[src/ctfp_pkg.sv]
// Package for the cron time field parser: parse phases, controller/datapath
// command and status structs, character classes and name matching.
// No dependencies.
`timescale 1ns / 1ps
package ctfp_pkg;

  typedef enum logic [3:0] {
    PH_FIRST  = 4'd0,
    PH_ITEM   = 4'd1,
    PH_NUM1   = 4'd2,
    PH_STAR   = 4'd3,
    PH_DASH   = 4'd4,
    PH_NUM2   = 4'd5,
    PH_SLASH  = 4'd6,
    PH_STEP   = 4'd7,
    PH_SKIPNB = 4'd8,
    PH_SKIPB  = 4'd9,
    PH_EXPAND = 4'd10,
    PH_OUT    = 4'd11
  } phase_t;

  localparam logic [1:0] CFG_LOW  = 2'd0;
  localparam logic [1:0] CFG_HIGH = 2'd1;
  localparam logic [1:0] CFG_NAME = 2'd2;

  localparam logic [1:0] NAMES_MONTH = 2'd1;
  localparam logic [1:0] NAMES_WDAY  = 2'd2;

  localparam logic [7:0] CH_STAR  = 8'h2A;
  localparam logic [7:0] CH_DASH  = 8'h2D;
  localparam logic [7:0] CH_SLASH = 8'h2F;
  localparam logic [7:0] CH_COMMA = 8'h2C;
  localparam logic [7:0] CH_SPACE = 8'h20;
  localparam logic [7:0] CH_TAB   = 8'h09;
  localparam logic [7:0] CH_NL    = 8'h0A;

  // what the controller asks of the datapath on one accepted character
  typedef struct packed {
    logic tok_clear;   // clear token before adding
    logic tok_add;     // append character
    logic set_star;    // range = low..high
    logic lat_start;   // range_start = token value
    logic end_high;    // range_end = field_high
    logic lat_end;     // range_end = token value
    logic lat_step;    // step = token value
    logic step_one;    // step = 1
    logic exp_start;   // begin range walk at range_start
    logic exp_next;    // walk one value
    logic set_single;  // set bit of token value
    logic clear_all;   // field reset
    logic first_char;  // record star flag
  } cmd_t;

  typedef struct packed {
    logic tok_ok;      // token value valid (names allowed)
    logic tok_ok_nn;   // token value valid (no names)
    logic tok_zero;    // token value is zero
    logic tok_full;    // appending would reach the token limit
    logic val_legal;   // token value within low..high
    logic exp_done;    // walk past range end
    logic exp_bad;     // current walk value illegal
  } stat_t;

  function automatic logic is_digit(input logic [7:0] c);
    return c >= 8'h30 && c <= 8'h39;
  endfunction

  function automatic logic is_alnum(input logic [7:0] c);
    return is_digit(c) || (c >= 8'h61 && c <= 8'h7A) || (c >= 8'h41 && c <= 8'h5A);
  endfunction

  function automatic logic is_blank(input logic [7:0] c);
    return c == CH_SPACE || c == CH_TAB;
  endfunction

  function automatic logic [7:0] to_lower(input logic [7:0] c);
    return (c >= 8'h41 && c <= 8'h5A) ? c + 8'd32 : c;
  endfunction

  // returns {hit, index}
  function automatic logic [4:0] month_idx(input logic [23:0] t);
    case (t)
      "jan": return 5'h10; "feb": return 5'h11; "mar": return 5'h12;
      "apr": return 5'h13; "may": return 5'h14; "jun": return 5'h15;
      "jul": return 5'h16; "aug": return 5'h17; "sep": return 5'h18;
      "oct": return 5'h19; "nov": return 5'h1A; "dec": return 5'h1B;
      default: return 5'h00;
    endcase
  endfunction

  function automatic logic [4:0] wday_idx(input logic [23:0] t);
    case (t)
      "sun": return 5'h10; "mon": return 5'h11; "tue": return 5'h12;
      "wed": return 5'h13; "thu": return 5'h14; "fri": return 5'h15;
      "sat": return 5'h16;
      default: return 5'h00;
    endcase
  endfunction

endpackage

[src/cron_time_field_parser.sv]
// Cron time field parser, one character per transfer.
// A result is registered when its closing character is taken, or at the end
// of the range walk, which marks each stepped value in turn. Throughput: one
// character per cycle outside range walks and the result phase, which holds
// input until out_tready takes the result. Reset (rst_n low, synchronous)
// resets phase, config and datapath registers and clears all field state.
`timescale 1ns / 1ps
module cron_time_field_parser #(
  parameter int MASK_BITS       = 60,
  parameter int MAX_TOKEN_CHARS = 100
) (
  input  logic        clk,
  input  logic        rst_n,
  input  logic        in_tvalid,
  output logic        in_tready,
  input  logic [7:0]  in_tdata,   // in_char
  input  logic        in_tlast,   // at_end
  output logic        out_tvalid,
  input  logic        out_tready,
  output logic [71:0] out_tdata,  // field_mask[59:0], next_char, zero fill
  output logic [2:0]  out_tuser,  // parse_error, next_is_end, began_with_star
  input  logic        cfg_we,
  input  logic [1:0]  cfg_index,
  input  logic [5:0]  cfg_wdata
);
  logic       low_r;
  logic [5:0] high_r;
  logic [1:0] names_r;
  logic       in_fire, res_load, res_err, res_end, star;
  logic [7:0] res_char;
  logic [MASK_BITS-1:0] mask;
  logic [59:0] omask;
  logic        ostar_r;
  ctfp_pkg::cmd_t  cmd;
  ctfp_pkg::stat_t stat;

  always_ff @(posedge clk) begin
    if (!rst_n) begin
      low_r <= 1'b0; high_r <= 6'd59; names_r <= 2'd0;
    end else if (cfg_we) begin
      case (cfg_index)
        ctfp_pkg::CFG_LOW:  low_r <= cfg_wdata[0];
        ctfp_pkg::CFG_HIGH: high_r <= cfg_wdata;
        ctfp_pkg::CFG_NAME: names_r <= cfg_wdata[1:0];
        default: ;
      endcase
    end
  end

  assign in_fire = in_tvalid && in_tready;

  ctfp_ctrl u_ctrl (
    .clk, .rst_n, .in_fire, .ch(in_tdata), .at_end(in_tlast), .stat, .out_tready,
    .in_ready(in_tready), .out_valid(out_tvalid), .res_err, .res_char, .res_end,
    .res_load, .cmd
  );

  ctfp_datapath #(.MASK_BITS(MASK_BITS), .MAX_TOKEN_CHARS(MAX_TOKEN_CHARS)) u_dp (
    .clk, .rst_n, .ch(in_tdata), .field_low(low_r), .field_high(high_r),
    .name_set(names_r), .cmd, .stat, .mask, .star
  );

  // mask holds its final value until the result transfer clears it
  assign omask = res_err ? 60'd0 : 60'(mask);

  always_ff @(posedge clk) begin
    if (res_load) begin
      ostar_r <= cmd.first_char ? (in_tdata == ctfp_pkg::CH_STAR) : star;
    end
  end

  assign out_tdata = {4'd0, res_char, omask};
  assign out_tuser = {ostar_r, res_end, res_err};
endmodule

[src/ctfp_datapath.sv]
// Datapath of the cron time field parser: token buffer, number, range
// registers, range walker and mask. Depends on ctfp_pkg.
`timescale 1ns / 1ps
module ctfp_datapath #(
  parameter int MASK_BITS       = 60,
  parameter int MAX_TOKEN_CHARS = 100
) (
  input  logic                 clk,
  input  logic                 rst_n,
  input  logic [7:0]           ch,
  input  logic                 field_low,
  input  logic [5:0]           field_high,
  input  logic [1:0]           name_set,
  input  ctfp_pkg::cmd_t       cmd,
  output ctfp_pkg::stat_t      stat,
  output logic [MASK_BITS-1:0] mask,
  output logic                 star
);
  localparam int LW = $clog2(MAX_TOKEN_CHARS + 1);

  logic [23:0]          tok_r, tok_nxt;
  logic [LW-1:0]        len_r, len_nxt;
  logic                 digits_r, digits_nxt;
  logic [7:0]           num_r, num_nxt;
  logic [7:0]           rs_r, rs_nxt, re_r, re_nxt, st_r, st_nxt;
  logic [8:0]           cur_r, cur_nxt;
  logic [MASK_BITS-1:0] mask_r, mask_nxt;
  logic                 star_r, star_nxt;

  logic [4:0]  nm;
  logic [7:0]  tval;
  logic        named;
  logic [11:0] prod;
  logic [7:0]  base_num;
  logic [7:0]  wv;
  logic [LW-1:0] base_len;
  logic [23:0] base_tok;
  logic        base_dig;

  always_comb begin
    nm = (name_set == ctfp_pkg::NAMES_MONTH) ? ctfp_pkg::month_idx(tok_r)
       : (name_set == ctfp_pkg::NAMES_WDAY) ? ctfp_pkg::wday_idx(tok_r) : 5'd0;
    named = nm[4] && (len_r == LW'(3));
    tval  = named ? 8'({4'd0, nm[3:0]}) + 8'(field_low) : num_r;
    stat.tok_ok    = (len_r != '0) && (named || digits_r);
    stat.tok_ok_nn = (len_r != '0) && digits_r;
    stat.tok_zero  = num_r == 8'd0;
    stat.tok_full  = (cmd.tok_clear ? 32'd1 : 32'(len_r) + 32'd1) >= 32'(MAX_TOKEN_CHARS);
    stat.val_legal = tval >= 8'(field_low) && tval <= 8'(field_high);
    stat.exp_done  = cur_r > 9'(re_r);
    wv             = cur_r[7:0];
    stat.exp_bad   = cur_r[7:0] < 8'(field_low) || cur_r[7:0] > 8'(field_high);
  end

  always_comb begin
    base_tok = cmd.tok_clear ? 24'd0 : tok_r;
    base_len = cmd.tok_clear ? '0 : len_r;
    base_dig = cmd.tok_clear ? 1'b1 : digits_r;
    base_num = cmd.tok_clear ? 8'd0 : num_r;
    tok_nxt = base_tok; len_nxt = base_len; digits_nxt = base_dig; num_nxt = base_num;
    prod = 12'(base_num) * 12'd10 + 12'(ch - 8'h30);
    if (cmd.tok_add) begin
      if (base_len == '0) tok_nxt[23:16] = ctfp_pkg::to_lower(ch);
      else if (base_len == LW'(1)) tok_nxt[15:8] = ctfp_pkg::to_lower(ch);
      else if (base_len == LW'(2)) tok_nxt[7:0] = ctfp_pkg::to_lower(ch);
      len_nxt = base_len + LW'(1);
      if (ctfp_pkg::is_digit(ch)) num_nxt = (prod > 12'd255) ? 8'd255 : prod[7:0];
      else digits_nxt = 1'b0;
    end
    rs_nxt = rs_r; re_nxt = re_r; st_nxt = st_r; cur_nxt = cur_r;
    mask_nxt = mask_r; star_nxt = star_r;
    if (cmd.set_star) begin rs_nxt = 8'(field_low); re_nxt = 8'(field_high); end
    if (cmd.lat_start) rs_nxt = tval;
    if (cmd.end_high) re_nxt = 8'(field_high);
    if (cmd.lat_end) re_nxt = tval;
    if (cmd.step_one) st_nxt = 8'd1;
    if (cmd.lat_step) st_nxt = num_r;
    if (cmd.exp_start) cur_nxt = 9'(rs_r);
    if (cmd.exp_next) begin
      if (9'(wv - 8'(field_low)) < 9'(MASK_BITS))
        mask_nxt[($clog2(MASK_BITS))'(wv - 8'(field_low))] = 1'b1;
      cur_nxt = cur_r + 9'(st_r);
    end
    if (cmd.set_single && 9'(tval - 8'(field_low)) < 9'(MASK_BITS))
      mask_nxt[($clog2(MASK_BITS))'(tval - 8'(field_low))] = 1'b1;
    if (cmd.first_char) star_nxt = ch == ctfp_pkg::CH_STAR;
    if (cmd.clear_all) begin
      tok_nxt = 24'd0; len_nxt = '0; digits_nxt = 1'b1; num_nxt = 8'd0;
      rs_nxt = 8'd0; re_nxt = 8'd0; st_nxt = 8'd1; mask_nxt = '0; star_nxt = 1'b0;
    end
  end

  always_ff @(posedge clk) begin
    if (!rst_n) begin
      tok_r <= 24'd0; len_r <= '0; digits_r <= 1'b1; num_r <= 8'd0;
      rs_r <= 8'd0; re_r <= 8'd0; st_r <= 8'd1; mask_r <= '0; star_r <= 1'b0;
      cur_r <= 9'd0;
    end else begin
      tok_r <= tok_nxt; len_r <= len_nxt; digits_r <= digits_nxt; num_r <= num_nxt;
      rs_r <= rs_nxt; re_r <= re_nxt; st_r <= st_nxt; mask_r <= mask_nxt;
      star_r <= star_nxt; cur_r <= cur_nxt;
    end
  end

  assign mask = mask_r;
  assign star = star_r;
endmodule

[src/ctfp_ctrl.sv]
// Controller of the cron time field parser: parse phase machine, range walk
// sequencing and result register. Depends on ctfp_pkg.
`timescale 1ns / 1ps
module ctfp_ctrl (
  input  logic            clk,
  input  logic            rst_n,
  input  logic            in_fire,
  input  logic [7:0]      ch,
  input  logic            at_end,
  input  ctfp_pkg::stat_t stat,
  input  logic            out_tready,
  output logic            in_ready,
  output logic            out_valid,
  output logic            res_err,
  output logic [7:0]      res_char,
  output logic            res_end,
  output logic            res_load,
  output ctfp_pkg::cmd_t  cmd
);
  ctfp_pkg::phase_t ph_r, ph_nxt;
  logic [7:0] pch_r, pch_nxt;   // character that ended the range
  logic ov_r, ov_nxt;
  logic err_r, err_nxt, end_r, end_nxt;
  logic [7:0] rc_r, rc_nxt;

  logic done, fail;
  ctfp_pkg::phase_t eph;
  logic [3:0] tail_ph;
  logic [7:0] c;

  // list continuation after an item, for character x
  function automatic logic [4:0] lnext(input logic [7:0] x);
    // {done, phase}
    if (x == ctfp_pkg::CH_COMMA) return {1'b0, ctfp_pkg::PH_ITEM};
    if (ctfp_pkg::is_blank(x)) return {1'b0, ctfp_pkg::PH_SKIPB};
    if (x == ctfp_pkg::CH_NL) return {1'b1, ctfp_pkg::PH_FIRST};
    return {1'b0, ctfp_pkg::PH_SKIPNB};
  endfunction

  assign in_ready = (ph_r != ctfp_pkg::PH_EXPAND) && (ph_r != ctfp_pkg::PH_OUT);
  assign out_valid = ov_r;
  assign res_err = err_r;
  assign res_char = rc_r;
  assign res_end = end_r;
  assign c = in_fire ? ch : pch_r;

  always_comb begin
    ph_nxt = ph_r; pch_nxt = pch_r;
    done = 1'b0; fail = 1'b0;
    eph = (ph_r == ctfp_pkg::PH_FIRST) ? ctfp_pkg::PH_ITEM : ph_r;
    tail_ph = ctfp_pkg::PH_FIRST;
    if (ph_r == ctfp_pkg::PH_EXPAND) begin
      if (stat.exp_done) begin
        {done, tail_ph} = lnext(pch_r);
        ph_nxt = ctfp_pkg::phase_t'(tail_ph);
      end else if (stat.exp_bad) fail = 1'b1;
    end else if (ph_r == ctfp_pkg::PH_OUT) begin
      if (!ov_r || out_tready) ph_nxt = ctfp_pkg::PH_FIRST;
    end else if (in_fire) begin
      if (at_end) fail = 1'b1;
      else begin
        case (eph)
          ctfp_pkg::PH_ITEM:
            if (ch == ctfp_pkg::CH_STAR) ph_nxt = ctfp_pkg::PH_STAR;
            else if (!ctfp_pkg::is_alnum(ch) || stat.tok_full) fail = 1'b1;
            else ph_nxt = ctfp_pkg::PH_NUM1;
          ctfp_pkg::PH_DASH, ctfp_pkg::PH_SLASH:
            if (!ctfp_pkg::is_alnum(ch) || stat.tok_full) fail = 1'b1;
            else ph_nxt = (eph == ctfp_pkg::PH_DASH) ? ctfp_pkg::PH_NUM2 : ctfp_pkg::PH_STEP;
          ctfp_pkg::PH_STAR:
            if (ch == ctfp_pkg::CH_SLASH) ph_nxt = ctfp_pkg::PH_SLASH;
            else begin ph_nxt = ctfp_pkg::PH_EXPAND; pch_nxt = ch; end
          ctfp_pkg::PH_NUM1:
            if (ctfp_pkg::is_alnum(ch)) fail = stat.tok_full;
            else if (!stat.tok_ok) fail = 1'b1;
            else if (ch == ctfp_pkg::CH_SLASH) ph_nxt = ctfp_pkg::PH_SLASH;
            else if (ch == ctfp_pkg::CH_DASH) ph_nxt = ctfp_pkg::PH_DASH;
            else if (!stat.val_legal) fail = 1'b1;
            else begin {done, tail_ph} = lnext(ch); ph_nxt = ctfp_pkg::phase_t'(tail_ph); end
          ctfp_pkg::PH_NUM2:
            if (ctfp_pkg::is_alnum(ch)) fail = stat.tok_full;
            else if (!stat.tok_ok) fail = 1'b1;
            else if (ch == ctfp_pkg::CH_SLASH) ph_nxt = ctfp_pkg::PH_SLASH;
            else begin ph_nxt = ctfp_pkg::PH_EXPAND; pch_nxt = ch; end
          ctfp_pkg::PH_STEP:
            if (ctfp_pkg::is_alnum(ch)) fail = stat.tok_full;
            else if (!stat.tok_ok_nn || stat.tok_zero) fail = 1'b1;
            else begin ph_nxt = ctfp_pkg::PH_EXPAND; pch_nxt = ch; end
          ctfp_pkg::PH_SKIPNB:
            if (ctfp_pkg::is_blank(ch)) ph_nxt = ctfp_pkg::PH_SKIPB;
            else done = ch == ctfp_pkg::CH_NL;
          ctfp_pkg::PH_SKIPB:
            done = !ctfp_pkg::is_blank(ch);
          default: fail = 1'b1;
        endcase
      end
    end
    if (done || fail) ph_nxt = ctfp_pkg::PH_OUT;
  end

  always_comb begin
    cmd = '0;
    res_load = done || fail;
    cmd.first_char = in_fire && ph_r == ctfp_pkg::PH_FIRST && !at_end;
    if (in_fire && !at_end) begin
      case (eph)
        ctfp_pkg::PH_ITEM:
          if (ch == ctfp_pkg::CH_STAR) cmd.set_star = 1'b1;
          else begin cmd.tok_clear = 1'b1; cmd.tok_add = ctfp_pkg::is_alnum(ch); end
        ctfp_pkg::PH_DASH, ctfp_pkg::PH_SLASH: begin
          cmd.tok_clear = 1'b1; cmd.tok_add = ctfp_pkg::is_alnum(ch);
        end
        ctfp_pkg::PH_STAR: begin
          cmd.step_one = ch != ctfp_pkg::CH_SLASH;
          cmd.exp_start = ch != ctfp_pkg::CH_SLASH;
        end
        ctfp_pkg::PH_NUM1:
          if (ctfp_pkg::is_alnum(ch)) cmd.tok_add = 1'b1;
          else if (stat.tok_ok) begin
            cmd.lat_start = 1'b1;
            cmd.end_high = ch == ctfp_pkg::CH_SLASH;
            cmd.set_single = ch != ctfp_pkg::CH_SLASH && ch != ctfp_pkg::CH_DASH;
          end
        ctfp_pkg::PH_NUM2:
          if (ctfp_pkg::is_alnum(ch)) cmd.tok_add = 1'b1;
          else if (stat.tok_ok) begin
            cmd.lat_end = 1'b1;
            cmd.step_one = ch != ctfp_pkg::CH_SLASH;
            cmd.exp_start = ch != ctfp_pkg::CH_SLASH;
          end
        ctfp_pkg::PH_STEP:
          if (ctfp_pkg::is_alnum(ch)) cmd.tok_add = 1'b1;
          else begin cmd.lat_step = 1'b1; cmd.exp_start = 1'b1; end
        default: ;
      endcase
    end
    if (ph_r == ctfp_pkg::PH_EXPAND && !stat.exp_done && !stat.exp_bad) cmd.exp_next = 1'b1;
    cmd.clear_all = ph_r == ctfp_pkg::PH_OUT && (!ov_r || out_tready);
  end

  always_comb begin
    ov_nxt = ov_r && !out_tready;
    err_nxt = err_r; rc_nxt = rc_r; end_nxt = end_r;
    if (res_load) begin
      ov_nxt = 1'b1; err_nxt = fail;
      rc_nxt = fail ? 8'd0 : c;
      end_nxt = fail && in_fire && at_end;
    end
  end

  always_ff @(posedge clk) begin
    if (!rst_n) begin
      ph_r <= ctfp_pkg::PH_FIRST; ov_r <= 1'b0;
    end else begin
      ph_r <= ph_nxt; ov_r <= ov_nxt;
    end
    pch_r <= pch_nxt; err_r <= err_nxt; rc_r <= rc_nxt; end_r <= end_nxt;
  end
endmodule

[config.mk]
export PLATFORM = sky130hd
export DESIGN_NAME = cron_time_field_parser
export DESIGN_NICKNAME = d
export VERILOG_FILES = /design/src/ctfp_pkg.sv /design/src/cron_time_field_parser.sv /design/src/ctfp_datapath.sv /design/src/ctfp_ctrl.sv
export SDC_FILE = /design/constraint.sdc
export NUM_CORES = 1
export LEC_CHECK = 0
export BUFFER_PORTS_ARGS = -buffer_cell sky130_fd_sc_hd__buf_2
export CAP_MARGIN = 20
export CORE_UTILIZATION = 25
export CTS_CLUSTER_SIZE = 25
export DETAILED_ROUTE_END_ITERATION = 10
export PLACE_DENSITY = 0.5
export SYNTH_ARGS = -nofsm -noshare
export SYNTH_HDL_FRONTEND = slang
export SYNTH_SLANG_ARGS = --single-unit
export TNS_END_PERCENT = 10
[constraint.sdc]
create_clock -name clk -period 7.24 [get_ports clk]
set_clock_uncertainty 0.05 [all_clocks]
set_input_delay 1.086 -clock clk [delete_from_list [all_inputs] [get_ports clk]]
set_output_delay 1.086 -clock clk [all_outputs]
set_load 0.05 [all_outputs]
==> reports/qor.yml, run 1 <==
placement:
  hpwl_mm: 30.2
  portBuffers: 94
  gp_congestion: 0.892
critical_path:
  cp_data_arrival_time_ns: 6.51
  rrSetupSlack_ns: 1.04
  path_cells: "nand4bb_1, nor4_1, a32oi_1, and2_1, o22ai_1, or3_1, mux2_2, inv_1, ha_1, nand2_1, or4_1, nand2_1, nand2_1, o311ai_0, and3b_1, inv_1, o21a_1"
  crit_path_frequent_cell: "nand2_1"
  crit_path_max_incr_delay_ns: 0.67
  endpoint_kind: "flip-flop"
  rr_startpoint: "u_dp.tok_r[10]$_SDFF_PP0_"
  regToRegEndpoint: "u_ctrl.ph_r[1]$_SDFFE_PN0P_"
  critPathMaxFanout: 15
  rr_worst_depth: 17
  required_ns: 7.55
  startpoint: "u_dp.tok_r[10]$_SDFF_PP0_"
  crit_slowest_cell: "dfxtp_1"
  critical_path_class: "reg2reg"
  worst_setup_path_start_kind: "flip-flop"
cells_and_area:
  finalNetCount: 1669
  nFillCells: 5115
  multi_input_area_um2: 7870
  layout_commonest_cell: "dfxtp_1"
  area_delta_synth_final_pct: 12.9
  seq_area_um2: 3530
  n_antenna_cell: 0
  layout_common_cells: "dfxtp_1 (148), nand2_1 (132), nor2_1 (121)"
  drive_gt1_frac: 0.116
cts:
  numCtsBuffers: 17
  cts_max_level: 4
  cts_tree: "yes"
  cts_root_buf: "clkbuf_16"
  clock_latency_ns: 0.46
  cts.sinks: 167
  hold_buffers: 0
  cts.repair.resized: 0
  clk_pin_slew_ns: 0.07
  cts_setup_buffers: 0
  clock_path_buffers: 2
status:
  status: "complete, no violations"
timing:
  fin_setup_tns_ns: 0
  hold_violations: 0
  rsz0062_at_grt: "no"
  finalSetupViolations: 0
  worst_hold_slack_ns: 0.419
  relSlewSlack: 0.403
  finalCritPeriodShare: 0.857
  tightest_slew_ns: 0.896
  clock.fmax_mhz: 161
  period_needed_ns: 6.20
  slew_violations: 0
die:
  initial_core_util: 0.254
  die_h_um: 222
  core_area_um2: 47700
  io_pins: 99
  fp-row-count: 80
  die_w_um: 222
  die_area_um2: 49300
synth:
  ys_types: 99
  syn_avg_cell_area_um2: 7.86
  yosysTopAreaCell: "dfxtp_1"
  netlist_instances: 1541
  synth_edf_count: 19
  yosys.area.top_type_share: 0.245
  synthArstFlopShare: 0
  synth-seq-area-share: 0.292
  yosysWarnings: 0
  synth.area.top_cells: "dfxtp_1 (24%), ha_1 (7.2%), edfxtp_1 (4.7%)"
  synth_area_um2: 12100
  synth_ff_type: "dfxtp_1"
  yosys_register_bits: 167
route:
  route.final.wire_length_mm: 41.6
  remaining_drc_errors: 0
  vias_per_cell: 5.33
  drt_iter0_markers: 1018
  wl_per_cell_um: 18.9
  ant_nets: 0
  drt_pre_antenna_iters: 5
  dr_total_vias: 11700
flow_run:
  drv_cap: 0
pwr:
  ir_drop_uv: 148
  power.density_nw_per_um2: 175
  finalPower_mw: 2.39
  p_leak_nw: 5.29
grt:
  antenna_found_initial: 0
  grt_max_degree: 64
  grt_pass1_vias: 11000
  grtUsageTotal: 0.166
  grt_overflow_total: 0
  grt_first_pass_wirelength_mm: 64.5
worst_hold_path:
  worstHoldPathCells: 2
  hp-start: "u_dp.rs_r[4]$_SDFFE_PP0P_"
  min_to: "u_dp.rs_r[4]$_SDFFE_PP0P_"
  min_path_type: "reg2reg"
cell usage after synthesis (19+ instances only):
cell type / instances
ha_1: 70
nand2b_1: 20
xnor2_1: 26
edfxtp_1: 19
o21ai_0: 91
nand2_1: 132
clkbuf_1: 61
inv_1: 67
nor2_1: 121
dfxtp_1: 148
a21oi_1: 72
mux2i_1: 22
o31ai_1: 62
a31oi_1: 23
nand3_1: 72
nor3_1: 75
nor2b_1: 88
through the flow:
stage | util | area (um^2) | std cells | setup WS, ns
2_1_floorplan | - | 12100 | 1544 | 1.43
3_3_place_gp | 0.273 | 13000 | 2169 | 0.912
3_5_place_dp | 0.273 | 13000 | 2169 | 0.776
4_1_cts | 0.286 | 13600 | 2201 | 1.13
5_1_grt | 0.286 | 13700 | 2202 | 0.596
6_report | 0.286 | 13700 | 2202 | 1.04
worst max-delay path by stage:
| stage | endpoint | slack [ns] | cells past startpoint |
|---|---|---|---|
| after floorplan | u_dp.num_r[0]$_SDFF_PP0_ | 1.43 | 27 |
| after global placement | u_dp.num_r[0]$_SDFF_PP0_ | 0.91 | 25 |
| after detailed placement | u_dp.num_r[2]$_SDFF_PP0_ | 0.78 | 25 |
| after CTS | u_ctrl.ph_r[1]$_SDFFE_PN0P_ | 1.13 | 24 |
| after global routing | u_ctrl.ph_r[1]$_SDFFE_PN0P_ | 0.60 | 24 |
| final | u_ctrl.ph_r[1]$_SDFFE_PN0P_ | 1.04 | 17 |
sequential cells by signal, summed over array words and instances (netlist names):
name,cells
u_dp.rs_r,8
u_ctrl.res_char,8
u_ctrl.res_err,1
u_ctrl.ph_r,4
u_dp.st_r,8
u_dp.re_r,8
ostar_r,1
u_dp.num_r,8
u_dp.tok_r,24
high_r,6
names_r,2
u_dp.mask,60
u_ctrl.pch_r,8
u_ctrl.out_valid,1
u_dp.cur_r,9
u_dp.len_r,7
u_ctrl.res_end,1
u_dp.digits_r,1
low_r,1
u_dp.star,1
layer usage:
metal	global-route usage	vias up	wire, um
met5	0	-	0
met4	0.0428	0	624
li1	-	5682	-
met2	0.275	357	19700
met3	0.0252	41	1930
met1	0.223	5662	19300
where the power goes:
part / switching (mW) / internal [mW] / leakage (nW) / total, mW
Clock: 0.487 / 0.477 / 0.297 / 0.964
Combinational: 0.316 / 0.116 / 3.61 / 0.432
Sequential: 0.0281 / 0.965 / 1.38 / 0.993
worst max-delay path, delay by kind of cell, from the launching register on:
family          cells  cell delay, ns
compound gates      4            1.47
fa+ha+maj           1            0.26
buf+inv             2            0.38
flops               1            0.67
mux                 1            0.39
simple gates        9            2.89
kinds of logic after synthesis:
logic type / share of synthesized area
flops: 0.292
other cells: 0.000310
xor+xnor: 0.0275
buf+inv: 0.0606
simple gates: 0.296
mux: 0.0219
compound gates: 0.223
fa+ha+maj: 0.0781
final cells by class:
type	count	area share
inverter	68	0.0187
sequential	167	0.259
clock inverter	15	0.0145
clock buffer	17	0.0311
timing repair buffer	111	0.0447
multi-input combinational	1209	0.576
tap	615	0.0563
Power figures use the tool's default switching activity.
==> run 2: changes to the inputs <==
RECOVER_POWER = 100   (was default)
==> reports/qor.yml, run 2 (same netlist as run 1, synthesis figures left out) <==
die:
  fp-row-count: 80
  initial_core_util: 0.254
  die_area_um2: 49300
  core_area_um2: 47700
  die_w_um: 222
  die_h_um: 222
  io_pins: 99
critical_path:
  startpoint: "u_dp.tok_r[11]$_SDFF_PP0_"
  rr_startpoint: "u_dp.tok_r[11]$_SDFF_PP0_"
  cp_data_arrival_time_ns: 6.78
  required_ns: 7.47
  critPathMaxFanout: 32
  critical_path_class: "reg2reg"
  worst_setup_path_start_kind: "flip-flop"
  endpoint_kind: "flip-flop"
cts:
  clock_latency_ns: 0.46
  clock_path_buffers: 2
  cts.sinks: 167
  cts_max_level: 4
  numCtsBuffers: 17
  cts.repair.resized: 0
  clk_pin_slew_ns: 0.09
  hold_buffers: 0
  cts_tree: "yes"
  cts_root_buf: "clkbuf_16"
  cts_setup_buffers: 0
grt:
  grt_first_pass_wirelength_mm: 64.5
  grtUsageTotal: 0.166
  grt_max_degree: 64
  grt_pass1_vias: 11000
  grt_overflow_total: 0
  antenna_found_initial: 0
pwr:
  p_leak_nw: 4.92
  ir_drop_uv: 147
  power.density_nw_per_um2: 176
  finalPower_mw: 2.38
cells_and_area:
  largest_reg_flops: 60
  finalNetCount: 1669
  layout_common_cells: "dfxtp_1 (148), nand2_1 (132), nor2_1 (121)"
  finalCoreUtilization: 0.283
  seq_area_um2: 3530
  n_antenna_cell: 0
  area_delta_synth_final_pct: 11.6
  final_area_um2: 13500
  layout_commonest_cell: "dfxtp_1"
  nFillCells: 5144
  instances_no_fill: 2202
  multi_input_area_um2: 7840
  drive_gt1_frac: 0.0580
timing:
  clock.fmax_mhz: 153
  fin_setup_tns_ns: 0
  tightest_slew_ns: 2.63
  relSlewSlack: -0.754
  period_needed_ns: 6.54
  slew_violations: 159
  finalSetupViolations: 0
  hold_violations: 0
  rsz0062_at_grt: "no"
  finalCritPeriodShare: 0.904
  worst_hold_slack_ns: 0.418
  layout_setup_ws_ns: 0.696
route:
  met3WireLength_mm: 1.87
  wl_per_cell_um: 18.9
  remaining_drc_errors: 0
  drt_pre_antenna_iters: 5
  dr_total_vias: 11700
  drt_iter0_markers: 1162
  route.final.wire_length_mm: 41.6
  drt-met1-wl_mm: 19.5
  ant_nets: 0
  routed.top_layer: "met4"
  vias_per_cell: 5.32
  route.met2.wl_mm: 19.5
status:
  failed_checks: "max-capacitance violations, max-slew violations"
  status: "finished, violations left"
placement:
  gp_congestion: 0.892
  place_area_um2: 13000
  preCtsSetupSlack_ns: 0.776
  portBuffers: 94
  hpwl_mm: 30.2
  placedCellCount: 2169
flow_run:
  drv_cap: 3
worst_hold_path:
  hp-start: "u_dp.rs_r[4]$_SDFFE_PP0P_"
  min_path_type: "reg2reg"
[run 2: final timing paths]
check / end / slack [ns] / cells after the start
max: u_dp.mask[4]$_SDFF_PP0_ / 0.70 / 17
min: u_dp.rs_r[4]$_SDFFE_PP0P_ / 0.42 / 2
max reg2reg: u_dp.mask[4]$_SDFF_PP0_ / 0.70 / 17
min reg2reg: u_dp.rs_r[4]$_SDFFE_PP0P_ / 0.42 / 2
[run 2: area by class of cell]
cell class / count / area share
timing repair buffer: 111 / 0.0363
tap: 615 / 0.0569
clock buffer: 17 / 0.0315
multi-input combinational: 1209 / 0.580
clock inverter: 15 / 0.0146
sequential: 167 / 0.261
inverter: 68 / 0.0189
[run 2: power breakdown]
part | total (mW) | internal, mW | leakage [nW] | switching, mW
clock network | 0.965 | 0.477 | 0.297 | 0.488
registers | 0.993 | 0.965 | 1.38 | 0.0285
logic | 0.426 | 0.110 | 3.25 | 0.316
[run 2: critical path, cell delays in order (launching register included)]
cell,delay (ns)
dfxtp_1,0.64
nand4bb_1,0.37
nor4_1,0.14
and4_1,0.24
nor3_1,0.51
a21oi_1,0.20
or3_1,0.47
mux2_1,0.39
inv_1,0.11
ha_1,0.26
nand2_1,0.11
or4_1,0.44
nand2_1,0.48
nand2_1,0.21
nand2_1,0.13
a2111o_1,0.11
clkbuf_1,1.27
o31ai_1,0.23
[run 2: metal layers]
layer,up-vias,track usage
li1,5692,-
met1,5634,0.223
met2,347,0.275
met3,52,0.0252
met4,0,0.0428
met5,-,0
==> run 3: changes to the inputs <==
MAX_ROUTING_LAYER = met4   (was default)
==> reports/qor.yml, run 3 (same netlist as run 1, synthesis figures left out) <==
timing:
  relSlewSlack: -0.690
  period_needed_ns: 6.42
  rsz0062_at_grt: "no"
  clock.fmax_mhz: 156
  finalSetupViolations: 0
  tightest_slew_ns: 2.53
  fin_setup_tns_ns: 0
  slew_violations: 159
  finalCritPeriodShare: 0.887
  hold_violations: 0
route:
  drt_iter0_markers: 918
  vias_per_cell: 5.33
  drt-met1-wl_mm: 19.1
  wl_per_cell_um: 18.8
  route.met2.wl_mm: 19.6
  drt_pre_antenna_iters: 5
  ant_nets: 0
  route.final.wire_length_mm: 41.5
  dr_total_vias: 11700
  routed.top_layer: "met4"
  met3WireLength_mm: 2.04
  remaining_drc_errors: 0
die:
  die_w_um: 222
  io_pins: 99
  die_h_um: 222
  initial_core_util: 0.254
  fp-row-count: 80
  die_area_um2: 49300
  core_area_um2: 47700
status:
  failed_checks: "max-capacitance violations, max-slew violations"
  status: "finished, violations left"
placement:
  placedCellCount: 2168
  portBuffers: 94
  gp_congestion: 0.908
  hpwl_mm: 30.6
critical_path:
  critPathMaxFanout: 32
  cp_data_arrival_time_ns: 6.65
  path_buf_inv: 2
  required_ns: 7.48
  critical_path_class: "reg2reg"
  worst_setup_path_start_kind: "flip-flop"
  crit_path_frequent_cell: "nand2_1"
  cp_top_family: "simple AND/OR/NAND/NOR gates"
  crit_path_max_incr_delay_ns: 1.21
  crit_slowest_cell: "clkbuf_1"
  endpoint_kind: "flip-flop"
  path_cells: "nand4bb_1, nor4_1, and4_1, nor3_1, a21oi_1, or3_1, mux2_1, inv_1, ha_1, nand2_1, or4_1, nand2_1, nand2_1, nand2_1, a2111o_1, clkbuf_1, o31ai_1"
cts:
  clock_path_buffers: 2
  numCtsBuffers: 17
  cts_root_buf: "clkbuf_16"
  clk_pin_slew_ns: 0.08
  clock_latency_ns: 0.46
  cts.sinks: 167
  hold_buffers: 0
  cts.repair.resized: 0
  cts_setup_buffers: 0
  cts_max_level: 4
  cts_tree: "yes"
pwr:
  power.density_nw_per_um2: 175
  p_leak_nw: 4.94
  ir_drop_uv: 140
grt:
  grtUsageTotal: 0.172
  grt_max_degree: 64
  grt_overflow_total: 0
  antenna_found_initial: 0
  grt_first_pass_wirelength_mm: 65.3
  grt_pass1_vias: 11400
cells_and_area:
  layout_common_cells: "dfxtp_1 (148), nand2_1 (132), nor2_1 (121)"
  instances_no_fill: 2201
  drive_gt1_frac: 0.0593
  area_delta_synth_final_pct: 11.5
  finalNetCount: 1668
  n_antenna_cell: 0
  largest_reg_flops: 60
  layout_commonest_cell: "dfxtp_1"
worst_hold_path:
  min_path_type: "reg2reg"
flow_run:
  drv_cap: 3
==> run 3: changes by cell type in the layout (fill, tap and decap cells not counted) <==
cell	delta
inv_12	-3
buf_2	+2
clkbuf_1	-2
inv_8	+2
buf_4	-1
clkinv_2	+1
nand4b_1	-1
nand4b_2	+1
==> run 3: path summary, 6_finish.rpt <==
path	start	end	slack (ns)	cells after the start
worst min-delay path	u_dp.rs_r[0]$_SDFFE_PP0P_	u_dp.rs_r[0]$_SDFFE_PP0P_	0.42	2
worst min register to register	u_dp.rs_r[0]$_SDFFE_PP0P_	u_dp.rs_r[0]$_SDFFE_PP0P_	0.42	2
worst max-delay path	u_dp.tok_r[9]$_SDFF_PP0_	u_dp.mask[20]$_SDFF_PP0_	0.82	17
worst max register to register	u_dp.tok_r[9]$_SDFF_PP0_	u_dp.mask[20]$_SDFF_PP0_	0.82	17
==> run 3: area by class of cell <==
| type | count | area (um^2) |
|---|---|---|
| Tap cell | 615 | 769 |
| Fill cell | 5216 | 34300 |
| Sequential cell | 167 | 3530 |
| Timing Repair Buffer | 110 | 485 |
| Inverter | 68 | 255 |
| Multi-Input combinational cell | 1209 | 7850 |
| Clock inverter | 15 | 176 |
| Clock buffer | 17 | 425 |
==> run 3: per-stage QoR <==
stage / cell area (um^2) / hold slack (ns) / utilization / setup slack (ns) / power (mW)
floorplan: 12100 / 0.393 / - / 1.43 / 1.32
global placement: 13000 / 0.406 / 0.273 / 0.887 / 1.44
detailed placement: 13000 / 0.408 / 0.273 / 0.702 / 1.44
CTS: 13600 / 0.418 / 0.285 / 1.15 / 2.38
global route: 13500 / 0.439 / 0.283 / 0.359 / 2.47
finish: 13500 / 0.417 / 0.283 / 0.822 / 2.36
==> run 3: where the power goes <==
group | internal [mW] | total, mW | switching (mW)
Sequential | 0.965 | 0.994 | 0.0292
Combinational | 0.110 | 0.425 | 0.315
Clock | 0.468 | 0.938 | 0.470
Total | 1.54 | 2.36 | 0.814
==> run 3: routing by layer <==
metal	up-vias	track usage
li1	5681	-
met3	59	0.0274
met4	0	0.0448
met5	-	-
met2	346	0.280
met1	5639	0.221
==> run 3: worst reg2reg max path, cell delays in order, from the launching register on <==
cell	delay (ns)
dfxtp_1	0.62
nand4bb_1	0.38
nor4_1	0.15
and4_1	0.23
nor3_1	0.51
a21oi_1	0.22
or3_1	0.47
mux2_1	0.39
inv_1	0.10
ha_1	0.27
nand2_1	0.12
or4_1	0.43
nand2_1	0.44
nand2_1	0.19
nand2_1	0.12
a2111o_1	0.11
clkbuf_1	1.21
o31ai_1	0.25
